===== src/sv/lkv_pkg.sv =====
package lkv_pkg;

	// port field widths
	localparam int KEY_W   = 64;
	localparam int VALUE_W = 64;
	localparam int OCC_W   = 4;
	localparam int CAP_W   = 4;

	// capacity register
	localparam logic [CAP_W-1:0] CAP_RESET    = 4'd5;
	localparam logic             REG_CAPACITY = 1'b0;

	// operation codes
	typedef enum logic [1:0] {
		CMD_SET    = 2'd0,
		CMD_GET    = 2'd1,
		CMD_DELETE = 2'd2
	} cmd_t;

	// result of one operation
	typedef struct packed {
		logic               found;
		logic [VALUE_W-1:0] read_value;
		logic [OCC_W-1:0]   occupancy;
	} lkv_result_t;

endpackage


===== src/sv/lkv_store.sv =====
module lkv_store import lkv_pkg::*; #(
	parameter int ENTRIES    = 8,
	parameter int KEY_BITS   = 64,
	parameter int VALUE_BITS = 64
) (
	input  logic               clk,
	input  logic               arst_n,
	input  logic               upd,
	input  cmd_t               cmd,
	input  logic [KEY_W-1:0]   key,
	input  logic [VALUE_W-1:0] value,
	input  logic [CAP_W-1:0]   capacity,
	output lkv_result_t        res
);

	localparam int AW = $clog2(ENTRIES);
	localparam int CW = $clog2(ENTRIES + 1);
	localparam int LW = (CW > CAP_W) ? CW : CAP_W;

	logic [ENTRIES-1:0]    valid_q;
	logic [KEY_BITS-1:0]   key_q   [ENTRIES];
	logic [VALUE_BITS-1:0] value_q [ENTRIES];
	logic [AW-1:0]         age_q   [ENTRIES];
	logic [CW-1:0]         count_q;

	logic [KEY_BITS-1:0]   key_m;
	logic [ENTRIES-1:0]    match;
	logic [ENTRIES-1:0]    hit_oh;
	logic                  hit;
	logic [AW-1:0]         hit_age;
	logic [VALUE_BITS-1:0] hit_value;
	logic [LW-1:0]         lim;
	logic                  full;
	logic [AW-1:0]         oldest_age;
	logic [ENTRIES-1:0]    lru_oh;
	logic [ENTRIES-1:0]    evict_oh;
	logic [ENTRIES-1:0]    free;
	logic [ENTRIES-1:0]    free_oh;
	logic [ENTRIES-1:0]    valid_d;
	logic [AW-1:0]         age_d   [ENTRIES];
	logic [CW-1:0]         count_d;
	logic [ENTRIES-1:0]    wr_key_oh;
	logic [ENTRIES-1:0]    wr_val_oh;
	logic [VALUE_BITS-1:0] rd;

	assign key_m = key[KEY_BITS-1:0];

	// parallel key search, lowest matching slot wins
	always_comb begin
		for (int i = 0; i < ENTRIES; i++) begin
			match[i] = valid_q[i] && (key_q[i] == key_m);
		end
	end

	assign hit_oh = match & (~match + 1'b1);
	assign hit    = |match;

	always_comb begin
		hit_age   = '0;
		hit_value = '0;
		for (int i = 0; i < ENTRIES; i++) begin
			if (hit_oh[i]) begin
				hit_age   = hit_age | age_q[i];
				hit_value = hit_value | value_q[i];
			end
		end
	end

	// effective capacity, clamped to 1..ENTRIES
	always_comb begin
		if (capacity == '0) begin
			lim = LW'(1);
		end else if (LW'(capacity) > LW'(ENTRIES)) begin
			lim = LW'(ENTRIES);
		end else begin
			lim = LW'(capacity);
		end
	end

	assign full = LW'(count_q) >= lim;

	// ranks are unique, so the oldest entry holds rank count-1
	assign oldest_age = AW'(count_q - 1'b1);

	always_comb begin
		for (int i = 0; i < ENTRIES; i++) begin
			lru_oh[i] = valid_q[i] && (age_q[i] == oldest_age);
		end
	end

	assign evict_oh = (cmd == CMD_SET && !hit && full) ? lru_oh : '0;
	assign free     = ~(valid_q & ~evict_oh);
	assign free_oh  = free & (~free + 1'b1);

	// next entry state
	always_comb begin
		valid_d   = valid_q;
		age_d     = age_q;
		count_d   = count_q;
		wr_key_oh = '0;
		wr_val_oh = '0;
		rd        = '0;
		case (cmd)
			CMD_SET: begin
				if (hit) begin
					wr_val_oh = hit_oh;
					for (int j = 0; j < ENTRIES; j++) begin
						if (hit_oh[j]) begin
							age_d[j] = '0;
						end else if (valid_q[j] && age_q[j] < hit_age) begin
							age_d[j] = age_q[j] + 1'b1;
						end
					end
				end else begin
					wr_key_oh = free_oh;
					wr_val_oh = free_oh;
					valid_d   = (valid_q & ~evict_oh) | free_oh;
					for (int j = 0; j < ENTRIES; j++) begin
						if (free_oh[j]) begin
							age_d[j] = '0;
						end else if (valid_q[j] && !evict_oh[j]) begin
							age_d[j] = age_q[j] + 1'b1;
						end
					end
					if (|evict_oh) begin
						count_d = count_q;
					end else begin
						count_d = count_q + 1'b1;
					end
				end
			end
			CMD_GET: begin
				if (hit) begin
					rd = hit_value;
					for (int j = 0; j < ENTRIES; j++) begin
						if (hit_oh[j]) begin
							age_d[j] = '0;
						end else if (valid_q[j] && age_q[j] < hit_age) begin
							age_d[j] = age_q[j] + 1'b1;
						end
					end
				end
			end
			CMD_DELETE: begin
				if (hit) begin
					valid_d = valid_q & ~hit_oh;
					count_d = count_q - 1'b1;
					for (int j = 0; j < ENTRIES; j++) begin
						if (hit_oh[j]) begin
							age_d[j] = '0;
						end else if (valid_q[j] && age_q[j] > hit_age) begin
							age_d[j] = age_q[j] - 1'b1;
						end
					end
				end
			end
			default: begin
			end
		endcase
	end

	// control state
	always_ff @(posedge clk or negedge arst_n) begin
		if (!arst_n) begin
			valid_q <= '0;
			count_q <= '0;
			for (int i = 0; i < ENTRIES; i++) begin
				age_q[i] <= '0;
			end
		end else if (upd) begin
			valid_q <= valid_d;
			count_q <= count_d;
			age_q   <= age_d;
		end
	end

	// key and value payload
	always_ff @(posedge clk) begin
		if (upd) begin
			for (int i = 0; i < ENTRIES; i++) begin
				if (wr_key_oh[i]) begin
					key_q[i] <= key_m;
				end
				if (wr_val_oh[i]) begin
					value_q[i] <= value[VALUE_BITS-1:0];
				end
			end
		end
	end

	assign res.found      = hit;
	assign res.read_value = VALUE_W'(rd);
	assign res.occupancy  = OCC_W'(count_d);

endmodule


===== src/sv/lkv_outbuf.sv =====
module lkv_outbuf import lkv_pkg::*; (
	input  logic        clk,
	input  logic        arst_n,
	input  logic        push,
	input  lkv_result_t push_res,
	output logic        push_ready,
	output logic        pop_valid,
	input  logic        pop_ready,
	output lkv_result_t pop_res
);

	logic        out_valid_q;
	logic        skid_valid_q;
	lkv_result_t out_q;
	lkv_result_t skid_q;
	logic        pop;

	assign pop        = out_valid_q && pop_ready;
	assign push_ready = !skid_valid_q;
	assign pop_valid  = out_valid_q;
	assign pop_res    = out_q;

	// output register with one skid slot behind it
	always_ff @(posedge clk or negedge arst_n) begin
		if (!arst_n) begin
			out_valid_q  <= 1'b0;
			skid_valid_q <= 1'b0;
		end else if (skid_valid_q) begin
			if (pop) begin
				skid_valid_q <= 1'b0;
			end
		end else if (push) begin
			if (out_valid_q && !pop) begin
				skid_valid_q <= 1'b1;
			end else begin
				out_valid_q <= 1'b1;
			end
		end else if (pop) begin
			out_valid_q <= 1'b0;
		end
	end

	// payload moves
	always_ff @(posedge clk) begin
		if (skid_valid_q) begin
			if (pop) begin
				out_q <= skid_q;
			end
		end else if (push) begin
			if (out_valid_q && !pop) begin
				skid_q <= push_res;
			end else begin
				out_q <= push_res;
			end
		end
	end

endmodule


===== src/sv/lru_key_value_cache.sv =====
// channel   direction  fields (lsb first)
// s_*       in         tuser: command; tdata: key, value
// m_*       out        tuser: found; tdata: read_value, occupancy, zero pad
// apb       in/out     capacity at byte address 0
//
// one input beat per cycle while s_tready is high; key search and recency update finish in that cycle
// the result is in the output register the cycle after acceptance if that register
//   is empty or being read, otherwise it waits in a skid slot behind it
// s_tready is low while the skid slot is full, at least the cycle after it fills
// reset empties the cache and the output buffer and sets capacity to 5
module lru_key_value_cache import lkv_pkg::*; #(
	parameter int ENTRIES    = 8,
	parameter int KEY_BITS   = 64,
	parameter int VALUE_BITS = 64
) (
	input  logic         clk,
	input  logic         arst_n,
	input  logic         s_tvalid,
	output logic         s_tready,
	input  logic [127:0] s_tdata,   // key[63:0], value[127:64]
	input  logic [1:0]   s_tuser,   // command[1:0]
	output logic         m_tvalid,
	input  logic         m_tready,
	output logic [71:0]  m_tdata,   // read_value[63:0], occupancy[67:64], zero[71:68]
	output logic         m_tuser,   // found
	input  logic         psel,
	input  logic         penable,
	input  logic         pwrite,
	input  logic [2:0]   paddr,
	input  logic [31:0]  pwdata,
	output logic [31:0]  prdata,
	output logic         pready
);

	logic [CAP_W-1:0] capacity_q;
	logic             accept;
	lkv_result_t      res;
	lkv_result_t      out_res;

	// configuration register
	assign pready = 1'b1;

	always_ff @(posedge clk or negedge arst_n) begin
		if (!arst_n) begin
			capacity_q <= CAP_RESET;
		end else if (psel && penable && pwrite && pready && paddr[2] == REG_CAPACITY) begin
			capacity_q <= pwdata[CAP_W-1:0];
		end
	end

	assign prdata = (paddr[2] == REG_CAPACITY) ? 32'(capacity_q) : '0;

	assign accept = s_tvalid && s_tready;

	lkv_store #(
		.ENTRIES    (ENTRIES),
		.KEY_BITS   (KEY_BITS),
		.VALUE_BITS (VALUE_BITS)
	) u_store (
		.clk      (clk),
		.arst_n   (arst_n),
		.upd      (accept),
		.cmd      (cmd_t'(s_tuser)),
		.key      (s_tdata[KEY_W-1:0]),
		.value    (s_tdata[KEY_W+VALUE_W-1:KEY_W]),
		.capacity (capacity_q),
		.res      (res)
	);

	lkv_outbuf u_outbuf (
		.clk        (clk),
		.arst_n     (arst_n),
		.push       (accept),
		.push_res   (res),
		.push_ready (s_tready),
		.pop_valid  (m_tvalid),
		.pop_ready  (m_tready),
		.pop_res    (out_res)
	);

	// result beat packing
	assign m_tuser = out_res.found;
	assign m_tdata = {4'b0000, out_res.occupancy, out_res.read_value};

endmodule


===== config.mk =====
export PLATFORM = sky130hd
export DESIGN_NAME = lru_key_value_cache
export DESIGN_NICKNAME = d
export VERILOG_FILES = /design/src/sv/lkv_pkg.sv /design/src/sv/lkv_store.sv /design/src/sv/lkv_outbuf.sv /design/src/sv/lru_key_value_cache.sv
export SDC_FILE = /design/constraint.sdc
export NUM_CORES = 2
export LEC_CHECK = 0
export ABC_AREA = 0
export BUFFER_PORTS_ARGS = -buffer_cell sky130_fd_sc_hd__buf_2
export CAP_MARGIN = 20
export CORE_UTILIZATION = 55
export DETAILED_ROUTE_END_ITERATION = 12
export PLACE_DENSITY = 0.83
export SYNTH_ARGS = -nofsm -noshare
export SYNTH_HDL_FRONTEND = slang
export SYNTH_SLANG_ARGS = --single-unit

===== constraint.sdc =====
create_clock -name clk -period 7.6 [get_ports clk]
set_input_delay 1.52 -clock clk [delete_from_list [all_inputs] [get_ports clk]]
set_output_delay 1.52 -clock clk [all_outputs]
set_load 0.05 [all_outputs]

### Word-level counts from Yosys, hierarchy flattened

Memory sizes are Yosys's and may differ from the RTL's.
Cells that the tools add are included.

| storage, ports and cells | value |
|---|---|
| memory bits (writable) | 1024 |
| logic and storage cells | 404 |
| register bits | 180 |
| memories | 2 |
| input bits | 172 |
| output and inout bits | 108 |

Memory list:

| name | words | width | rd ports | clocked after Yosys merged registers in | wr ports | line | text |
|---|---|---|---|---|---|---|---|
| u_store.key_q | 8 | 64 | 8 | 0 | 1 | lkv_store.sv:21 | `logic [KEY_BITS-1:0] key_q [ENTRIES];` |
| u_store.value_q | 8 | 64 | 8 | 0 | 1 | lkv_store.sv:22 | `logic [VALUE_BITS-1:0] value_q [ENTRIES];` |

| cells by class | value |
|---|---|
| reduce and logical (&&, ||, !) cells | 93 |
| add/sub/neg operators | 20 |
| mux-type cells | 186 |
| bitwise gates (word level) | 26 |
| equal/unequal tests | 40 |
| magnitude comparators | 18 |

Operators with widths:

| operator | count |
|---|---|
| $mux 64 | 24 |
| $reduce_or 64->1 | 14 |
| $eq 64x64->1 | 8 |
| $or 64x64->64 | 7 |
| $mux 69 | 4 |
| $mux 3 | 70 |
| $mux 24 | 3 |
| $pmux 24 s3 | 1 |
| $mux 1 | 69 |
| $mux 8 | 7 |
| $logic_and 1x1->1 | 48 |
| $reduce_and 6->1 | 8 |
| $not 8->8 | 5 |
| $and 8x8->8 | 4 |
| $ne 4x2->1 const B | 8 |
| $add 3x1->3 const B | 8 |
| $eq 3x3->1 | 8 |
| $gt 3x3->1 | 8 |
| $lt 3x3->1 | 8 |
| $mux 4 | 6 |
| $ne 3x1->1 const B | 8 |
| $sub 3x1->3 const B | 8 |
| $or 3x3->3 | 7 |
| $add 8x1->8 const B | 2 |
| other kinds (20) | 40 |

### Depth between registers and ports, before layout

An unclocked memory read counts as a cell.

| depth | value |
|---|---|
| depth in word-level cells | 27 |
| depth in mapped cells | 23 |
| mapped depth without buffers | 21 |

### Modules after synthesis

From an unflattened synthesis, not the netlist that was laid out.

| second synthesis, totals | value |
|---|---|
| cells, all modules | 3476 |
| area total of the unflattened synthesis | 51225.4 sq um |

By module, submodules not included:

| module | area an instance (sq um) | cells an instance | instances | seq. area each (sq um) |
|---|---|---|---|---|
| lkv_store | 45652.5 | 3201 | 1 | 31650.4 |
| lkv_outbuf | 5104.9 | 226 | 1 | 4194.0 |
| lru_key_value_cache | 467.9 | 49 | 1 | 102.6 |

### Least setup slack after synthesis

Ideal clock, no wire load.

| timing path | value |
|---|---|
| kind | input to register |
| start | input port s_tdata[38] |
| end | memory u_store.key_q[1][36], in the netlist u_store.key_q[0][100], enable pin |
| required time | 7.018 ns |
| arrival time | 8.409 ns |
| stages | 12 |
| library setup time | 0.582 ns |
| buffers on the path | 2 |
| setup slack | -1.390 ns |
| cells stage by stage | buf_2 xor2_1 nor4_1 nand4_1 or4b_4 o22ai_4 nor4_4 inv_2 or2_2 clkbuf_1 o21ai_0 a211oi_1 |

| on the way | value |
|---|---|
| longest elaborated chain between the ends | 26 |
| elaborated cells between the ends (all ways) | 74 |
| classes of those cells | 1 x add/sub; 8 x eq/ne; 41 x mux; 5 x bitwise; 19 x reduce/logical |

Ends and longest elaborated chain:

| item | line | text |
|---|---|---|
| from (decl) | lru_key_value_cache.sv:20 | `input logic [127:0] s_tdata,` |
| $eq 64x64->1 | lkv_store.sv:51 | `match[i] = valid_q[i] && (key_q[i] == key_m);` |
| $logic_and 1x1->1 | lkv_store.sv:51 |  |
| $reduce_or 8->1 (*) | lkv_store.sv:56 | `assign hit = \|match;` |
| $logic_not 1->1 | lkv_store.sv:91 | `assign evict_oh = (cmd == CMD_SET && !hit && full) ? lru_oh : '0;` |
| $logic_and 1x1->1 (2 in series) | lkv_store.sv:91 |  |
| $mux 8 | lkv_store.sv:91 |  |
| $not 8->8 | lkv_store.sv:92 | `assign free = ~(valid_q & ~evict_oh);` |
| $and 8x8->8 | lkv_store.sv:92 |  |
| [3 not listed] | n/a |  |
| $and 8x8->8 | lkv_store.sv:93 | `assign free_oh = free & (~free + 1'b1);` |
| $mux 8 (*) | lkv_store.sv:105 | `if (hit) begin` |
| $mux 8 (*) | lkv_store.sv:103 | `case (cmd)` |
| $mux 1 | lkv_store.sv:181 | `if (wr_key_oh[i]) begin` |
| $mux 1 | lkv_store.sv:179 | `if (upd) begin` |
| $mux 1 (implied by the code) | lkv_store.sv:182 | `key_q[i] <= key_m;` |
| $reduce_or 64->1 (no line) | n/a |  |
| $mux 3 (no line) or $mux 1 (tied branches) (7 in series) | n/a |  |
| to (decl) | lkv_store.sv:21 |  |

Every way passes the cells marked *; elsewhere a longest branch is shown, timed or not.

### Final worst setup path

| timing path | value |
|---|---|
| start | input port s_tdata[47] |
| end | register u_store.age_q[22] (netlist bit) |

| on the way | value |
|---|---|
| longest elaborated chain between the ends | 26 |
| elaborated cells between the ends (all ways) | 64 |
| classes of those cells | 2 x add/sub; 2 x order compare; 12 x eq/ne; 17 x mux; 14 x bitwise; 17 x reduce/logical |

Ends and longest elaborated chain:

| item | line | text |
|---|---|---|
| $eq 64x64->1 | lkv_store.sv:51 |  |
| $logic_and 1x1->1 | lkv_store.sv:51 |  |
| $not 8->8 | lkv_store.sv:55 | `assign hit_oh = match & (~match + 1'b1);` |
| $add 8x1->8 | lkv_store.sv:55 |  |
| $and 8x8->8 | lkv_store.sv:55 |  |
| $mux 3 | lkv_store.sv:62 | `if (hit_oh[i]) begin` |
| $or 3x3->3 | lkv_store.sv:63 | `hit_age = hit_age \| age_q[i];` |
| $mux 3 | lkv_store.sv:62 |  |
| [10 not listed] | n/a |  |
| $or 3x3->3 | lkv_store.sv:63 |  |
| $mux 3 | lkv_store.sv:62 |  |
| $lt 3x3->1 | lkv_store.sv:110, lkv_store.sv:138 |  |
| $logic_and 1x1->1 | lkv_store.sv:110, lkv_store.sv:138 |  |
| $mux 3 | n/a |  |
| $mux 3 | lkv_store.sv:136 | `if (hit_oh[j]) begin` |
| $mux 24, on equally long branches | lkv_store.sv:133, lkv_store.sv:105 |  |
| $pmux 24 s3 | lkv_store.sv:103 |  |
| to (signal assigned) | lkv_store.sv:173 | `age_q <= age_d;` |
| to (decl) | lkv_store.sv:23 | `logic [AW-1:0] age_q [ENTRIES];` |

Parallel ways exist; a longest one is shown, timed or not. The select of a mux whose other input is x is not followed.
A chain may end at the register's enable or synchronous reset.

==> results.ini <==
[status]
status = completed

[critical_path]
r2r_end = u_store.age_q[5]
cp_max_fo = 45
slowest_delay_ns = 0.71
cp_slowest_cell = nor3_1
required_ns = 8.21
cp_cell_sequence = buf_2, xnor2_1, nand4_1, nor3_1, and4_1, nand2_4, buf_4, a31oi_1, nor2_1, a221oi_1, nand3_1, ha_1, nor2b_1, o21ai_0, nand2b_1, nand3_1, a311o_1, a21oi_1, o21ai_0, a22o_1
path_class = in2reg
reg2regPathDepth = 20
cp.arrival_ns = 6.88
critPathLaunchType = primary input
r2r-start = u_store.key_q[1][110]
rrSetupSlack_ns = 2.16
crit_path_end_kind = flop

[drt]
routed_wl_um = 140000
wl_per_cell_um = 27.2
drtIter0Drc = 4842
drc = 0
drt-pass1-iter-count = 7
viasPerCell = 6.48
vias = 33241
ant_nets = 0

[final_layout]
num-fill-cells = 6202
regArea_um2 = 35900
most-common-layout-cells = 1,162 x edfxtp_1, 295 x xnor2_1, 216 x buf_2
multi_input_area_um2 = 14400
drive_above_1_share_pct = 14.8
syn2layout_area_growth_pct = 13.4
final_common_cell = edfxtp_1
final_nets = 3998
final_cell_area_um2 = 58400

[clock_tree]
cts_sinks = 1204
cts.path.max_buffers = 3
root_buffer = clkbuf_16
cts_hold_buf = 0
cts_buffers = 114
h-tree-depth = 3
cts_tree = built
path_clk_slew_ns = 0.07
clk_latency_ns = 0.74
post_cts_resized = 0
postCtsSetupRepairBufs = 0

[sta]
max_freq_ghz = 0.160
report.final.slew_viol_count = 0
fin_crit_ns = 6.27
worstMarginPinSlew_ns = 1.13
setup_violations = 0
tns_ns = 0
hold_viol_final = 0
rsz0062_at_grt = false
maxSlewHeadroom_pct = 24.9
skew_ns = 0.0477
fin_crit_sh_pct = 82.5
finalWorstSetupSlack_ns = 1.33

[pwr]
p_total_mw = 17.0
ir_drop_mv = 0.267
p_leak_nw = 19.1
power_density_nw_per_um2 = 291

[synth]
ys.flop_type = edfxtp_1
ys_seq_area_share_pct = 69.9
synth_cell_types = 83
synth-edff-count = 1162
netlist.area_leader.share_pct = 67.8
synth_top_cell_by_area = edfxtp_1
ys_top_cells_by_area = edfxtp_1 68%, xnor2_1 5.0%, xor2_1 2.2%
yosys_warnings = 0
syn_avg_cell_area_um2 = 14.6
synthArstFlopShare_pct = 3.49
syn_inst = 3532
netlist_area_um2 = 51500
synth_seq_cells = 1204

[global_routing]
grt_pass1_wl_um = 204000
grtUsageTotal_pct = 29.2
grt_max_degree = 132
grt-ovfl-total = 0
antenna_found_initial = 22
grt_pass1_vias = 32803

[min_path]
hold_path_end = u_outbuf.pop_res[40]
hold_depth = 1
hold_start = u_outbuf.skid_q[40]
hold_path_class = reg2reg

[place]
gp_congestion = 0.980
portBuffers = 216
post-place-ws_ns = 0.832
dp_hpwl_um = 79400
placed_area_um2 = 54300

[floorplanning]
die_h_um = 308
pin_count = 280
core_um2 = 92200
dieWidth_um = 308
rows = 111
start_util_pct = 55.8
die_area_um2 = 94800

[flow_run]
cap_violations = 0

worst max-delay path by stage:
stage	depth (start not counted)	slack, ns	to	from
finish	20	1.33	u_store.age_q[22]	s_tdata[47]
global route	22	1.13	u_store.age_q[5]	s_tdata[35]
CTS	20	1.57	u_store.age_q[22]	s_tdata[47]
detailed placement	20	0.83	u_store.age_q[22]	s_tdata[47]
global placement	21	0.95	u_store.age_q[22]	s_tdata[56]
floorplan	11	0.35	u_store.value_q[0][192]	s_tdata[49]
flip-flops by register name, summed over array words and instances, names as in the netlist:
register               cells
u_outbuf.skid_q           69
u_store.key_q            512
u_store.age_q             24
u_outbuf.pop_res          69
u_outbuf.pop_valid         1
u_store.valid_q            8
u_store.value_q          512
u_outbuf.skid_valid_q      1
capacity_q                 4
u_store.count_q            4
metal layers:
metal	global-route usage (%)	routed length, µm	vias to the layer above
met5	0	89	-
met4	15.7	7270	16
met3	6.56	17600	461
met2	46.2	65400	2581
met1	37.8	49400	16244
li1	-	-	13939
kinds of logic after synthesis:
kind of cell | Yosys count | share of synthesized area, %
muxes | 26 | 0.545
AOI/OAI and AO/OA | 706 | 9.85
other | 2 | 0.0146
and+or+nand+nor | 786 | 8.15
xor gates and xnor gates | 428 | 7.45
buffers and inverters | 330 | 2.93
DFF | 1204 | 69.9
adders and majority gates | 50 | 1.22
synthesized netlist by cell type (7+ instances only):
| library cell | instances |
|---|---|
| edfxtp_1 | 1162 |
| xnor2_1 | 295 |
| a21oi_1 | 175 |
| nor2_1 | 138 |
| xor2_1 | 127 |
| nand2_1 | 123 |
| nor2b_1 | 118 |
| nand3_1 | 105 |
| clkbuf_1 | 101 |
| nand4_1 | 98 |
| inv_1 | 90 |
| nand2b_1 | 80 |
| o211ai_1 | 74 |
| a221oi_1 | 72 |
| a22o_1 | 71 |
| a22oi_1 | 70 |
| buf_2 | 70 |
| o21ai_0 | 62 |
| ha_1 | 50 |
| nor4_1 | 45 |
| buf_4 | 42 |
| dfrtp_1 | 40 |
| o2111ai_1 | 20 |
| o22ai_1 | 18 |
| and3_1 | 17 |
| buf_1 | 17 |
| mux2_2 | 16 |
| a2111oi_0 | 15 |
| nor3_1 | 15 |
| o31ai_1 | 12 |
| a31oi_1 | 11 |
| mux2i_1 | 10 |
| a21o_1 | 9 |
| a221o_1 | 9 |
| a21boi_0 | 8 |
| a32oi_1 | 8 |
| or2_2 | 8 |
| or3_1 | 8 |
| a222oi_1 | 7 |
| nor3b_1 | 7 |
power breakdown:
part | internal (mW) | switching [mW]
registers | 7.76 | 0.314
logic | 0.887 | 1.97
clock network | 3.53 | 2.53
through the flow:
| stage | cells | hold slack [ns] | util [%] |
|---|---|---|---|
| 3_5_place_dp | 4903 | 0.535 | 58.9 |
| 4_1_cts | 5116 | 0.549 | 63.3 |
| 5_1_grt | 5127 | 0.558 | 63.3 |
| 3_3_place_gp | 4903 | 0.516 | 58.9 |
| 6_report | 5127 | 0.536 | 63.3 |
| 2_1_floorplan | 3563 | 0.503 | - |
cell type report:
type	instances	area share, %
flip-flops and latches	1204	61.6
multi-input cells	2029	24.6
clock buffers	130	5.08
repair buffers	330	3.58
well taps	1243	2.66
clock inverters	83	1.80
inverters	97	0.624
diodes	11	0.0472
worst max-delay path, delay by kind of cell:
family	cells	cell delay, ns
buffers and inverters	2	0.87
XOR/XNOR	1	0.19
AND/OR/NAND/NOR	9	2.25
AO/OA/AOI/OAI	7	1.76
adder cells (fa/ha/maj)	1	0.22
Note: power is estimated with default switching activity, not from simulation.
